==> src/rtl/bidirectional_bubble_sorter_core_assert.svh <==
// assertion macros for the bidirectional bubble sorter core
`ifndef BIDIRECTIONAL_BUBBLE_SORTER_CORE_ASSERT_SVH
`define BIDIRECTIONAL_BUBBLE_SORTER_CORE_ASSERT_SVH

`ifndef SYNTHESIS

// property checked on every clock edge outside reset
`define BBS_ASSERT(lbl, clk, rstn, prop, msg) \
  lbl: assert property (@(posedge clk) disable iff (!rstn) (prop)) else $error(msg);

// property checked on every clock edge, reset included
`define BBS_ASSERT_ALWAYS(lbl, clk, prop, msg) \
  lbl: assert property (@(posedge clk) (prop)) else $error(msg);

`else

`define BBS_ASSERT(lbl, clk, rstn, prop, msg)
`define BBS_ASSERT_ALWAYS(lbl, clk, prop, msg)

`endif

`endif

==> src/rtl/bbs_pkg.sv <==
// shared types, constants and codes of the bidirectional bubble sorter
package bbs_pkg;

  // store depth and derived widths
  localparam int unsigned ELEMENTS = 1024;
  localparam int unsigned POS_W    = $clog2(ELEMENTS);

  // field widths
  localparam int unsigned DATA_W  = 32;
  localparam int unsigned CNT_W   = 19;
  localparam int unsigned IDX_W   = 10;
  localparam int unsigned COUNT_W = 11;
  localparam int unsigned OP_W    = 2;

  // stream word widths, padded to whole bytes
  localparam int unsigned IN_TDATA_W  = ((IDX_W + DATA_W + 7) / 8) * 8;
  localparam int unsigned OUT_TDATA_W = ((DATA_W + 2 * CNT_W + 7) / 8) * 8;

  // configuration port
  localparam int unsigned APB_ADDR_W = 3;
  localparam int unsigned APB_DATA_W = 32;
  localparam logic        REG_SORT_DESCENDING = 1'b0;
  localparam logic        REG_ELEMENT_COUNT   = 1'b1;
  localparam logic [COUNT_W-1:0] COUNT_RESET  = COUNT_W'(1024);

  typedef enum logic [OP_W-1:0] {
    OP_WRITE = 2'd0,
    OP_SORT  = 2'd1,
    OP_READ  = 2'd2
  } op_e;

  typedef enum logic [2:0] {
    SEQ_IDLE,
    SEQ_READ,
    SEQ_LOAD,
    SEQ_RUN,
    SEQ_FLUSH,
    SEQ_RESULT
  } seq_state_e;

  typedef struct packed {
    logic               sort_descending;
    logic [COUNT_W-1:0] element_count;
  } cfg_t;

  typedef struct packed {
    op_e                op;
    logic [IDX_W-1:0]   idx;
    logic [DATA_W-1:0]  value;
  } item_t;

  typedef struct packed {
    logic [DATA_W-1:0] read_value;
    logic [CNT_W-1:0]  comparison_count;
    logic [CNT_W-1:0]  swap_count;
  } result_t;

endpackage

==> src/rtl/bbs_cfg_regs.sv <==
// configuration registers behind the apb-style port
module bbs_cfg_regs import bbs_pkg::*; (
  input  logic                  clk_i,
  input  logic                  rst_ni,
  input  logic                  psel,
  input  logic                  penable,
  input  logic                  pwrite,
  input  logic [APB_ADDR_W-1:0] paddr,
  input  logic [APB_DATA_W-1:0] pwdata,
  output logic [APB_DATA_W-1:0] prdata,
  output logic                  pready,
  output cfg_t                  cfg_o
);

  logic               desc_q, desc_d;
  logic [COUNT_W-1:0] count_q, count_d;
  logic               wr_en;
  logic               reg_sel;

  assign pready  = 1'b1;
  assign wr_en   = psel && penable && pwrite && pready;
  assign reg_sel = paddr[2];

  always_comb begin
    desc_d  = desc_q;
    count_d = count_q;
    if (wr_en) begin
      unique case (reg_sel)
        REG_SORT_DESCENDING: desc_d  = pwdata[0];
        REG_ELEMENT_COUNT:   count_d = pwdata[COUNT_W-1:0];
        default: ;
      endcase
    end
  end

  always_ff @(posedge clk_i or negedge rst_ni) begin
    if (!rst_ni) begin
      desc_q  <= 1'b0;
      count_q <= COUNT_RESET;
    end else begin
      desc_q  <= desc_d;
      count_q <= count_d;
    end
  end

  always_comb begin
    unique case (reg_sel)
      REG_SORT_DESCENDING: prdata = APB_DATA_W'(desc_q);
      REG_ELEMENT_COUNT:   prdata = APB_DATA_W'(count_q);
      default:             prdata = '0;
    endcase
  end

  assign cfg_o.sort_descending = desc_q;
  assign cfg_o.element_count   = count_q;

endmodule

==> config.mk <==
export PLATFORM = sky130hd
export DESIGN_NAME = bbs_cfg_regs
export DESIGN_NICKNAME = d
export VERILOG_FILES = /design/src/rtl/bidirectional_bubble_sorter_core_assert.svh /design/src/rtl/bbs_pkg.sv /design/src/rtl/bbs_cfg_regs.sv
export SDC_FILE = /design/constraint.sdc
export NUM_CORES = 1
export LEC_CHECK = 0
export BUFFER_PORTS_ARGS = -buffer_cell sky130_fd_sc_hd__buf_2
export CAP_MARGIN = 15
export CORE_MARGIN = 2
export CORE_UTILIZATION = 33
export DETAILED_ROUTE_END_ITERATION = 6
export PLACE_DENSITY = 0.83
export SETUP_SLACK_MARGIN = 0.15
export SYNTH_ARGS = -nofsm -noshare
export SYNTH_HDL_FRONTEND = slang
export SYNTH_SLANG_ARGS = --single-unit
==> constraint.sdc <==
create_clock -name clk_i -period 0.9 [get_ports clk_i]
set_input_delay 0.135 -clock clk_i [delete_from_list [all_inputs] [get_ports clk_i]]
set_output_delay 0.135 -clock clk_i [all_outputs]
set_load 0.02 [all_outputs]
==> flow_summary_export.csv <==
group,metric,value,unit
yosys,syn-cell-area,764,um^2
cells_and_area,multi_input_area,395,um^2
worst_setup_path,cp.required,0.76,ns
yosys,synth_area_leader_cell,"dfrtp_1",
yosys,synthArstFlopShare,100,%
floorplanning,die_w,52.1,um
placed_design,place.gp.congestion,0.625,
power,power.total,2.54,mW
route,routedWlPerCell,10.9,um
sta,hold_viol,0,
yosys,synth_ff_type,"dfrtp_1",
yosys,synth_area_leaders,"dfrtp_1 36%, buf_4 23%, mux2_4 20%",
global_routing,overflow,0,
route,antenna_left,0,
worst_setup_path,crit_buf_inv,1,
yosys,synth_top_area_share,36.0,%
floorplanning,coreArea,2190,um^2
worst_setup_path,crit_chain,"mux2_4, buf_6",
floorplanning,start_util,34.9,%
worst_setup_path,crit_fanout,2,
cts,cts-root-buf,"clkbuf_4",
yosys,ys_seq_area_share,39.4,%
placed_design,hpwl,1.26,mm
worst_setup_path,slowest_delay,0.40,ns
worst_setup_path,critPathCaptureType,"primary output",
route,firstDrtPassIters,1,
sta,grt_setup_unrepaired,"yes",
worst_setup_path,cp_slowest_cell,"dfrtp_1",
route,vias_per_cell,3.94,
global_routing,grt_max_degree,13,
yosys,yosysWarningCount,0,
cts,cts_made_buffers,3,
yosys,synth.avg_cell_area,11.9,um^2
sta,timing.final.ws_setup,-0.305,ns
cts,cts.sinks,12,
placed_design,io_buffer_count,39,
cts,ctsLongestPathBuffers,2,
global_routing,grt_pass1_vias,582,
worst_hold_path,hold_class,"in2reg",
floorplanning,die_y,52.1,um
cells_and_area,ff_latch_area,314,um^2
global_routing,antenna_found_initial,0,
job,maxCapViolations,0,
cts,cts_tree,"yes",
yosys,syn-instance-count,64,
floorplanning,die_area,2720,um^2
global_routing,grt_use_total,12.9,%
cts,clkLatencyLatePin,0.27,ns
route,drt-initial-drc-count,0,
power,p_leak,0.678,nW
worst_setup_path,worstPathArrival,1.07,ns
worst_setup_path,worstSetupStartpointType,"flip-flop",
cells_and_area,nFillCells,200,
sta,maxSlewViolCount,0,
sta,fin_skew,0,ns
cells_and_area,syn_to_final_growth,65.0,%
cts,h-tree-depth,1,
cells_and_area,final_util,57.6,%
route,dr_total_vias,572,
sta,min_period,1.21,ns
yosys,synth.distinct_cells,11,
sta,fmax,830,MHz
route,routed_wirelength,1.58,mm
run_status,status,"finished, violations left",
cells_and_area,drive_gt1_share,78.6,%
worst_setup_path,worstSetupPathType,"reg2out",
cts,clk_pin_slew,0.08,ns
yosys,yosysMostFrequentCell,"buf_4",
floorplanning,io_pins,85,
cells_and_area,antennaDiodeCount,0,
sta,setup_viol_count_final,27,
run_status,violations,"setup timing",
floorplanning,placementRows,17,
yosys,yosys-top-cells-count,"23 x buf_4, 11 x dfrtp_1, 10 x and2_1, 10 x mux2_4, 3 x mux2_2",
worst_setup_path,crit_family,"flip-flops",
sta,timing.final.crit_share,134,%
yosys,synth_edf_count,0,
power,p_per_area,2020,nW/um^2
route,drc,0,
yosys,synth_seq_cells,12,
global_routing,grt_pass1_wl,2.53,mm
power,ir_drop,0.964,mV
cells_and_area,fin_nets,158,
-- per-layer routing --
layer | part of all wire, % | wire [um] | track usage, %
met4 | 0 | 0 | 3.85
met3 | 10 | 159 | 5.46
met2 | 56 | 875 | 23.4
met5 | 0 | 0 | 0
met1 | 34 | 539 | 13.4
-- metrics by stage --
step / hold slack (ns) / std cells / area, um^2 / setup slack (ns) / setup TNS (ns)
global placement: 0.0266 / 134 / 996 / -0.0781 / -1.17
finish: 0.0899 / 145 / 1260 / -0.305 / -3.88
CTS: 0.0774 / 142 / 1220 / -0.318 / -3.88
global route: 0.0678 / 145 / 1260 / -0.345 / -5.01
floorplan: -0.161 / 84 / 893 / 0.000943 / 0
detailed placement: 0.0303 / 134 / 996 / -0.0833 / -1.47
-- final timing paths --
check / startpoint / to / slack (ns) / cells after the start
hold reg to reg: count_q[1] / count_q[1] / 0.55 / 1
max in group asynchronous: rst_ni / count_q[10] / 0.36 / 2
min in group asynchronous: rst_ni / count_q[8] / 0.26 / 2
hold / removal: pwdata[8] / count_q[8] / 0.09 / 2
setup reg to reg: count_q[0] / count_q[0] / -0.10 / 3
setup / recovery: desc_q / prdata[0] / -0.31 / 2
-- cells by family (layout without fill, tap and decap cells) --
| family | after synthesis | after routing | synth area share, % |
|---|---|---|---|
| buf+inv | 25 | 58 | 24.5 |
| mux | 13 | 13 | 24.1 |
| other cells | 2 | 22 | 0.982 |
| flops | 12 | 12 | 39.4 |
| simple gates | 12 | 12 | 11.0 |
-- worst register-to-register path, delay by kind of cell (launching register included) --
kind | cells | cell delay (ns)
flops | 1 | 0.41
mux | 1 | 0.24
buf+inv | 2 | 0.24
-- flip-flops by register name, indices dropped and copies added, names as in the netlist --
signal,count
count_q,11
desc_q,1
-- placed cells by master, fill, tap and decap left out, drive strengths merged --
master       instances
nand4                1
buf                 53
and2                10
mux2                13
dfrtp               11
dfstp                1
nand4b               1
clkbuf               4
dlygate4sd3          1
conb                22
-- power by group --
| part | internal [mW] | switching (mW) | leakage [nW] | total, mW |
|---|---|---|---|---|
| sequential | 0.685 | 0.105 | 0.132 | 0.790 |
| combinational | 0.784 | 0.550 | 0.525 | 1.33 |
| clock | 0.245 | 0.175 | 0.0210 | 0.421 |
-- area by class of cell --
type                    count  area share, %
clock buffers               4           2.88
multi-input cells          47           31.3
flip-flops and latches     12           24.9
well taps                  28           2.78
repair buffers             54           38.1
-- repair_timing --
| item | CTS | global route |
|---|---|---|
| setup buffers | 3 | 3 |
| resized for setup | 49 | 5 |
| pin swaps | 10 | 0 |
| cloned | 0 | 0 |
| hold buffers | 1 | 0 |
| hold endpoints to repair | 12 | 0 |
| endpoints found under the setup margin | 35 | 35 |
Power figures use the tool's default switching activity.
