[config.mk]
export PLATFORM = sky130hd
export DESIGN_NAME = bbs_sequencer
export DESIGN_NICKNAME = d
export VERILOG_FILES = /design/src/rtl/bbs_pkg.sv /design/src/rtl/bbs_sequencer.sv
export VERILOG_INCLUDE_DIRS = /design/src /design/src/rtl
export SDC_FILE = /design/constraint.sdc
export NUM_CORES = 1
export LEC_CHECK = 0
export ABC_CLOCK_PERIOD_IN_PS = 12000
export BUFFER_PORTS_ARGS = -buffer_cell sky130_fd_sc_hd__buf_2
export CAP_MARGIN = 5
export CORE_UTILIZATION = 55
export CTS_CLUSTER_SIZE = 8
export DETAILED_ROUTE_END_ITERATION = 8
export PLACE_DENSITY = 0.8
export SLEW_MARGIN = 20
export SYNTH_ARGS = -nofsm -noshare
export SYNTH_HDL_FRONTEND = slang
export SYNTH_SLANG_ARGS = --single-unit
[constraint.sdc]
create_clock -name clk_i -period 12 [get_ports clk_i]
set_clock_uncertainty 0.05 [all_clocks]
set_input_delay 2.4 -clock clk_i [delete_from_list [all_inputs] [get_ports clk_i]]
set_output_delay 2.4 -clock clk_i [all_outputs]
set_load 0.005 [all_outputs]
[src/rtl/bidirectional_bubble_sorter_core_assert.svh]
// assertion macros for the bidirectional bubble sorter core
`ifndef BIDIRECTIONAL_BUBBLE_SORTER_CORE_ASSERT_SVH
`define BIDIRECTIONAL_BUBBLE_SORTER_CORE_ASSERT_SVH

`ifndef SYNTHESIS

// property checked on every clock edge outside reset
`define BBS_ASSERT(lbl, clk, rstn, prop, msg) \
  lbl: assert property (@(posedge clk) disable iff (!rstn) (prop)) else $error(msg);

// property checked on every clock edge, reset included
`define BBS_ASSERT_ALWAYS(lbl, clk, prop, msg) \
  lbl: assert property (@(posedge clk) (prop)) else $error(msg);

`else

`define BBS_ASSERT(lbl, clk, rstn, prop, msg)
`define BBS_ASSERT_ALWAYS(lbl, clk, prop, msg)

`endif

`endif

[src/rtl/bbs_pkg.sv]
// shared types, constants and codes of the bidirectional bubble sorter
package bbs_pkg;

  // store depth and derived widths
  localparam int unsigned ELEMENTS = 1024;
  localparam int unsigned POS_W    = $clog2(ELEMENTS);

  // field widths
  localparam int unsigned DATA_W  = 32;
  localparam int unsigned CNT_W   = 19;
  localparam int unsigned IDX_W   = 10;
  localparam int unsigned COUNT_W = 11;
  localparam int unsigned OP_W    = 2;

  // stream word widths, padded to whole bytes
  localparam int unsigned IN_TDATA_W  = ((IDX_W + DATA_W + 7) / 8) * 8;
  localparam int unsigned OUT_TDATA_W = ((DATA_W + 2 * CNT_W + 7) / 8) * 8;

  // configuration port
  localparam int unsigned APB_ADDR_W = 3;
  localparam int unsigned APB_DATA_W = 32;
  localparam logic        REG_SORT_DESCENDING = 1'b0;
  localparam logic        REG_ELEMENT_COUNT   = 1'b1;
  localparam logic [COUNT_W-1:0] COUNT_RESET  = COUNT_W'(1024);

  typedef enum logic [OP_W-1:0] {
    OP_WRITE = 2'd0,
    OP_SORT  = 2'd1,
    OP_READ  = 2'd2
  } op_e;

  typedef enum logic [2:0] {
    SEQ_IDLE,
    SEQ_READ,
    SEQ_LOAD,
    SEQ_RUN,
    SEQ_FLUSH,
    SEQ_RESULT
  } seq_state_e;

  typedef struct packed {
    logic               sort_descending;
    logic [COUNT_W-1:0] element_count;
  } cfg_t;

  typedef struct packed {
    op_e                op;
    logic [IDX_W-1:0]   idx;
    logic [DATA_W-1:0]  value;
  } item_t;

  typedef struct packed {
    logic [DATA_W-1:0] read_value;
    logic [CNT_W-1:0]  comparison_count;
    logic [CNT_W-1:0]  swap_count;
  } result_t;

endpackage

[src/rtl/bbs_sequencer.sv]
// item sequencer: element access and the shaker sort walk over the ram
`include "bidirectional_bubble_sorter_core_assert.svh"

module bbs_sequencer import bbs_pkg::*; (
  input  logic              clk_i,
  input  logic              rst_ni,
  input  logic              in_valid_i,
  input  item_t             in_item_i,
  output logic              in_ready_o,
  input  cfg_t              cfg_i,
  input  logic              res_ready_i,
  output logic              res_valid_o,
  output result_t           res_o,
  output logic              ram_we_o,
  output logic [POS_W-1:0]  ram_waddr_o,
  output logic [DATA_W-1:0] ram_wdata_o,
  output logic              ram_re_o,
  output logic [POS_W-1:0]  ram_raddr_o,
  input  logic [DATA_W-1:0] ram_rdata_i
);

  localparam int unsigned N_W   = POS_W + 1;
  localparam int unsigned CMP_W = (N_W > COUNT_W) ? N_W : COUNT_W;

  seq_state_e state_q, state_d;

  logic [POS_W-1:0]  lo_q, lo_d, hi_q, hi_d, pos_q, pos_d;
  logic              back_q, back_d;
  logic [DATA_W-1:0] carry_q, carry_d;
  logic [DATA_W-1:0] value_q, value_d;
  logic              in_store_q, in_store_d;
  logic [CNT_W-1:0]  cmp_q, cmp_d, swp_q, swp_d;

  logic              accept;
  logic [31:0]       idx_ext;
  logic [POS_W-1:0]  addr;
  logic              in_store;
  logic [CMP_W-1:0]  n_clamped;
  logic              n_short;

  logic signed [DATA_W-1:0] left_val, right_val;
  logic                     out_of_order;
  logic [DATA_W-1:0]        low_slot, high_slot;
  logic [POS_W-1:0]         pos_inc, pos_dec, pos_inc2, pos_dec2, hi_dec, lo_inc;
  logic                     fwd_turn, bwd_turn, fwd_done, bwd_done, run_done;

  assign accept     = in_valid_i && in_ready_o;
  assign in_ready_o = (state_q == SEQ_IDLE);

  // index decode against the store depth
  assign idx_ext  = 32'(in_item_i.idx);
  assign addr     = idx_ext[POS_W-1:0];
  assign in_store = idx_ext < 32'(ELEMENTS);

  // sort length, clamped to the store
  always_comb begin
    if (CMP_W'(cfg_i.element_count) > CMP_W'(ELEMENTS)) begin
      n_clamped = CMP_W'(ELEMENTS);
    end else begin
      n_clamped = CMP_W'(cfg_i.element_count);
    end
  end
  assign n_short = n_clamped < CMP_W'(2);

  // compare-and-swap: the carried element sits at pos, the ram word beside it
  assign left_val     = back_q ? ram_rdata_i : carry_q;
  assign right_val    = back_q ? carry_q : ram_rdata_i;
  assign out_of_order = cfg_i.sort_descending ? (left_val < right_val)
                                              : (left_val > right_val);
  assign low_slot     = out_of_order ? right_val : left_val;
  assign high_slot    = out_of_order ? left_val : right_val;

  assign pos_inc  = pos_q + 1'b1;
  assign pos_dec  = pos_q - 1'b1;
  assign pos_inc2 = pos_q + POS_W'(2);
  assign pos_dec2 = pos_q - POS_W'(2);
  assign hi_dec   = hi_q - 1'b1;
  assign lo_inc   = lo_q + 1'b1;
  assign fwd_turn = (pos_inc == hi_q);
  assign bwd_turn = (pos_dec == lo_q);
  assign fwd_done = fwd_turn && (hi_dec == lo_q);
  assign bwd_done = bwd_turn && (lo_inc == hi_q);
  assign run_done = back_q ? bwd_done : fwd_done;

  // next state
  always_comb begin
    state_d = state_q;
    unique case (state_q)
      SEQ_IDLE: begin
        if (accept) begin
          unique case (in_item_i.op)
            OP_READ:  state_d = SEQ_READ;
            OP_SORT:  state_d = n_short ? SEQ_RESULT : SEQ_LOAD;
            OP_WRITE: state_d = SEQ_IDLE;
            default:  state_d = SEQ_IDLE;
          endcase
        end
      end
      SEQ_READ:  state_d = SEQ_RESULT;
      SEQ_LOAD:  state_d = SEQ_RUN;
      SEQ_RUN: begin
        if (run_done) begin
          state_d = SEQ_FLUSH;
        end
      end
      SEQ_FLUSH: state_d = SEQ_RESULT;
      SEQ_RESULT: begin
        if (res_ready_i) begin
          state_d = SEQ_IDLE;
        end
      end
      default:   state_d = SEQ_IDLE;
    endcase
  end

  // datapath and ram control
  always_comb begin
    lo_d        = lo_q;
    hi_d        = hi_q;
    pos_d       = pos_q;
    back_d      = back_q;
    carry_d     = carry_q;
    value_d     = value_q;
    in_store_d  = in_store_q;
    cmp_d       = cmp_q;
    swp_d       = swp_q;
    ram_we_o    = 1'b0;
    ram_waddr_o = pos_q;
    ram_wdata_o = carry_q;
    ram_re_o    = 1'b0;
    ram_raddr_o = pos_q;
    unique case (state_q)
      SEQ_IDLE: begin
        if (accept) begin
          unique case (in_item_i.op)
            OP_WRITE: begin
              ram_we_o    = in_store;
              ram_waddr_o = addr;
              ram_wdata_o = in_item_i.value;
            end
            OP_READ: begin
              ram_re_o    = 1'b1;
              ram_raddr_o = addr;
              in_store_d  = in_store;
            end
            OP_SORT: begin
              cmp_d   = '0;
              swp_d   = '0;
              value_d = '0;
              lo_d    = '0;
              pos_d   = '0;
              back_d  = 1'b0;
              if (n_short) begin
                hi_d = '0;
              end else begin
                hi_d        = POS_W'(n_clamped - 1'b1);
                ram_re_o    = 1'b1;
                ram_raddr_o = '0;
              end
            end
            default: ;
          endcase
        end
      end
      SEQ_READ: begin
        value_d = in_store_q ? ram_rdata_i : '0;
      end
      SEQ_LOAD: begin
        // first element becomes the carry, its neighbour is fetched
        carry_d     = ram_rdata_i;
        ram_re_o    = 1'b1;
        ram_raddr_o = POS_W'(1);
      end
      SEQ_RUN: begin
        cmp_d    = cmp_q + 1'b1;
        swp_d    = swp_q + CNT_W'(out_of_order);
        ram_we_o = 1'b1;
        if (!back_q) begin
          if (!fwd_turn) begin
            ram_waddr_o = pos_q;
            ram_wdata_o = low_slot;
            carry_d     = high_slot;
            pos_d       = pos_inc;
            ram_re_o    = 1'b1;
            ram_raddr_o = pos_inc2;
          end else begin
            // top end settled, carry turns round with the lower one
            ram_waddr_o = pos_inc;
            ram_wdata_o = high_slot;
            carry_d     = low_slot;
            back_d      = 1'b1;
            hi_d        = hi_dec;
            ram_re_o    = !fwd_done;
            ram_raddr_o = pos_dec;
          end
        end else begin
          if (!bwd_turn) begin
            ram_waddr_o = pos_q;
            ram_wdata_o = high_slot;
            carry_d     = low_slot;
            pos_d       = pos_dec;
            ram_re_o    = 1'b1;
            ram_raddr_o = pos_dec2;
          end else begin
            // bottom end settled, carry turns round with the higher one
            ram_waddr_o = pos_dec;
            ram_wdata_o = low_slot;
            carry_d     = high_slot;
            back_d      = 1'b0;
            lo_d        = lo_inc;
            ram_re_o    = !bwd_done;
            ram_raddr_o = pos_inc;
          end
        end
      end
      SEQ_FLUSH: begin
        ram_we_o    = 1'b1;
        ram_waddr_o = pos_q;
        ram_wdata_o = carry_q;
      end
      SEQ_RESULT: ;
      default: ;
    endcase
  end

  always_ff @(posedge clk_i or negedge rst_ni) begin
    if (!rst_ni) begin
      state_q <= SEQ_IDLE;
      lo_q    <= '0;
      hi_q    <= '0;
      pos_q   <= '0;
      back_q  <= 1'b0;
      cmp_q   <= '0;
      swp_q   <= '0;
    end else begin
      state_q <= state_d;
      lo_q    <= lo_d;
      hi_q    <= hi_d;
      pos_q   <= pos_d;
      back_q  <= back_d;
      cmp_q   <= cmp_d;
      swp_q   <= swp_d;
    end
  end

  always_ff @(posedge clk_i) begin
    carry_q    <= carry_d;
    value_q    <= value_d;
    in_store_q <= in_store_d;
  end

  assign res_valid_o            = (state_q == SEQ_RESULT);
  assign res_o.read_value       = value_q;
  assign res_o.comparison_count = cmp_q;
  assign res_o.swap_count       = swp_q;

  `BBS_ASSERT(a_no_rw_collision, clk_i, rst_ni, (ram_we_o && ram_re_o) |-> (ram_waddr_o != ram_raddr_o), "read and write hit the same entry")
  `BBS_ASSERT(a_bounds_apart, clk_i, rst_ni, (state_q == SEQ_RUN) |-> (lo_q < hi_q), "sort running with bounds met")
  `BBS_ASSERT(a_pos_in_bounds, clk_i, rst_ni, (state_q == SEQ_RUN) |-> (pos_q >= lo_q && pos_q <= hi_q), "sweep position outside bounds")
  `BBS_ASSERT(a_one_cmp_per_step, clk_i, rst_ni, (state_q == SEQ_RUN) |=> (cmp_q == CNT_W'($past(cmp_q) + 1'b1)), "comparison count skipped a step")

endmodule

==> summary.txt <==
status: complete, no violations
Yosys cell types: 73
Mapped Avg Cell Area: 8.53 um^2
DRC: 0
final worst path period need: 9190 ps
Mapped Area: 0.0109 mm^2
vias per cell: 6.32
layout cells sized above 1: 20.2%
synth warn: 0
GR Util met2: 54.2%
RSZ-0062 raised after global routing: no
vias: 10900
critical path's top delay family: simple AND/OR/NAND/NOR gates
# fillers: 1592
CP cell instances: buf_2 > xor2_1 > nor4_1 > nand3_1 > nor4_1 > o211ai_1 > and3_1 > a41o_1 > o21ai_4 > mux2i_4 > a22o_1 > a221o_1 > buf_2
Gates resized, CTS repair: 0
fin. max-slew vios: 0
root buf cell: clkbuf_16
GPL Wtd Cong: 1.02
global-route wire length before repair: 52500 um
nets: 1543
io pins: 218
total wire length: 33700 um
Post CTS Setup Buffer Count: 0
endpoints failing hold: 0
CTS Buf Count: 17
Synthesized Nets: 1387
Slowest-stage cell, CP: mux2i_4
WP data required: 9550 ps
Mapped Cells: 1281
initial antenna violation count: 3
Worst setup EP type: output pin
slowest cell delay on critical path: 920 ps
Slew headroom: 27.6%
H-Tree Depth: 4
Initial Util: 56.1%
met1 usage: 42.2%
vias in the first global route: 9998
Final ANT Viol Nets: 0
Slew @ Worst Pin: 1080 ps
area leader, netlist: edfxtp_1
initial DRC count: 956
P per Cell Area: 219 mW/mm^2
CTS tree: done
largest net degree at the start of global routing: 73
Final Cycle Share: 76.6%
drt first pass iters: 7
WL/cell: 19.6 um
total grt overflow: 0
Buffers on Ports: 217
top post-synthesis cells by count: 114 x nand2_1, 107 x nor2_1, 76 x clkbuf_1
row count: 51
Top Usage Layer GRT: met2
register area share after synthesis: 34.1%
Max Cap Viol: 0
Final Util: 65.7%
top_reg_cell synth: dfrtp_1
crit path DAT: 6740 ps
CP Max Fanout: 30
die area: 0.0204 mm^2
Max clock buf depth: 2
met3 usage: 5.97%
most instantiated library cell after synthesis: nand2_1
fmax: 109 MHz
startpoint types: input port
Worst Hold Class: reg2reg
Die X: 143 um
asr flop ratio synth: 52.9%
Buf+Inv Stages, Crit Path: 2
Final HPWL DP: 23000 um
synth top area cells: edfxtp_1 18%, dfrtp_1 16%, xor2_1 5.3%
CTS Hold Bufs: 0
Synth top area share: 17.6%
endpoints failing setup: 0
EDFF count, synth: 64
Vert. Die Dim: 143 um
Total Neg Setup Slack: 0 ps
core area: 0.0195 mm^2
crit path kind: in2out
register bit total from synthesis: 136
maximum vdd drop: 131 uV
Pleak: 5.66 nW
later-pin clock latency in the skew report: 430 ps
area grow syn2layout: 17.0%
clock transition at the registers of the reported paths: 60 ps
Total GRT Usage: 33.1%
Sink Count: 136
-- layout make-up --
type                       count  area [um^2]  area share [%]
timing repair buffer         234         1230            9.59
clock inverter                13          181            1.42
antenna                        3         7.51          0.0587
tap                          265          332            2.59
clock buffer                  19          464            3.63
sequential                   136         3720            29.1
multi-input combinational    997         6660            52.1
inverter                      51          191            1.50
-- flip-flops by register name, indices dropped and copies added, names as in the netlist --
name	cells
carry_q	32
value_q	32
cmp_q	19
swp_q	19
hi_q	10
lo_q	10
pos_q	10
state_q	3
back_q	1
-- report_power, final --
part	switching, mW	total [mW]	internal [mW]
clock	0.228	0.581	0.352
combinational	0.783	1.35	0.571
sequential	0.190	0.860	0.670
total	1.20	2.79	1.59
-- stage by stage --
stage / instance area [um^2] / hold slack (ps) / power [mW] / setup slack (ps) / std cells
after floorplan: 10900 / 467 / 1.75 / 3910 / 1281
after global placement: 12100 / 463 / 2.15 / 3160 / 1682
after detailed placement: 12100 / 476 / 2.18 / 3040 / 1682
after CTS: 12800 / 485 / 2.77 / 2940 / 1714
after global routing: 12800 / 531 / 2.96 / 2450 / 1717
final: 12800 / 477 / 2.79 / 2810 / 1718
-- path summary, 6_finish.rpt --
path / endpoint / cells after the start / slack [ps] / from
setup / recovery: ram_wdata_o[2] / 13 / 2810 / ram_rdata_i[20]
hold / removal: cmp_q[0] / 1 / 480 / cmp_q[0]
setup reg to reg: carry_q[4] / 13 / 6290 / back_q
hold reg to reg: cmp_q[0] / 1 / 480 / cmp_q[0]
max in group asynchronous: back_q / 2 / 9070 / rst_ni
min in group asynchronous: swp_q[18] / 2 / 2150 / rst_ni
-- cell families after synthesis --
kind of cell	Yosys count	share of synthesized area, %
buffers and inverters	148	5.32
DFF	136	34.1
xor gates and xnor gates	120	10.3
and+or+nand+nor	481	22.0
muxes	50	4.88
AOI/OAI and AO/OA	313	20.1
adders and majority gates	33	3.35
-- layout by cell type (no fill, tap or decap), types with 49 or more instances in the layout --
master,count
a21oi_1,58
buf_2,217
dfrtp_1,71
edfxtp_1,64
inv_1,50
nand2_1,113
nor2_1,106
o21ai_0,74
xnor2_1,49
xor2_1,66
-- layer usage --
layer,vias to the layer above,part of all wire [%],wire length (um)
li1,5038,-,-
met1,5157,40,13600
met2,556,47,16000
met3,102,8.3,2790
met4,0,3.9,1300
met5,-,0,0
Power figures use the tool's default switching activity.
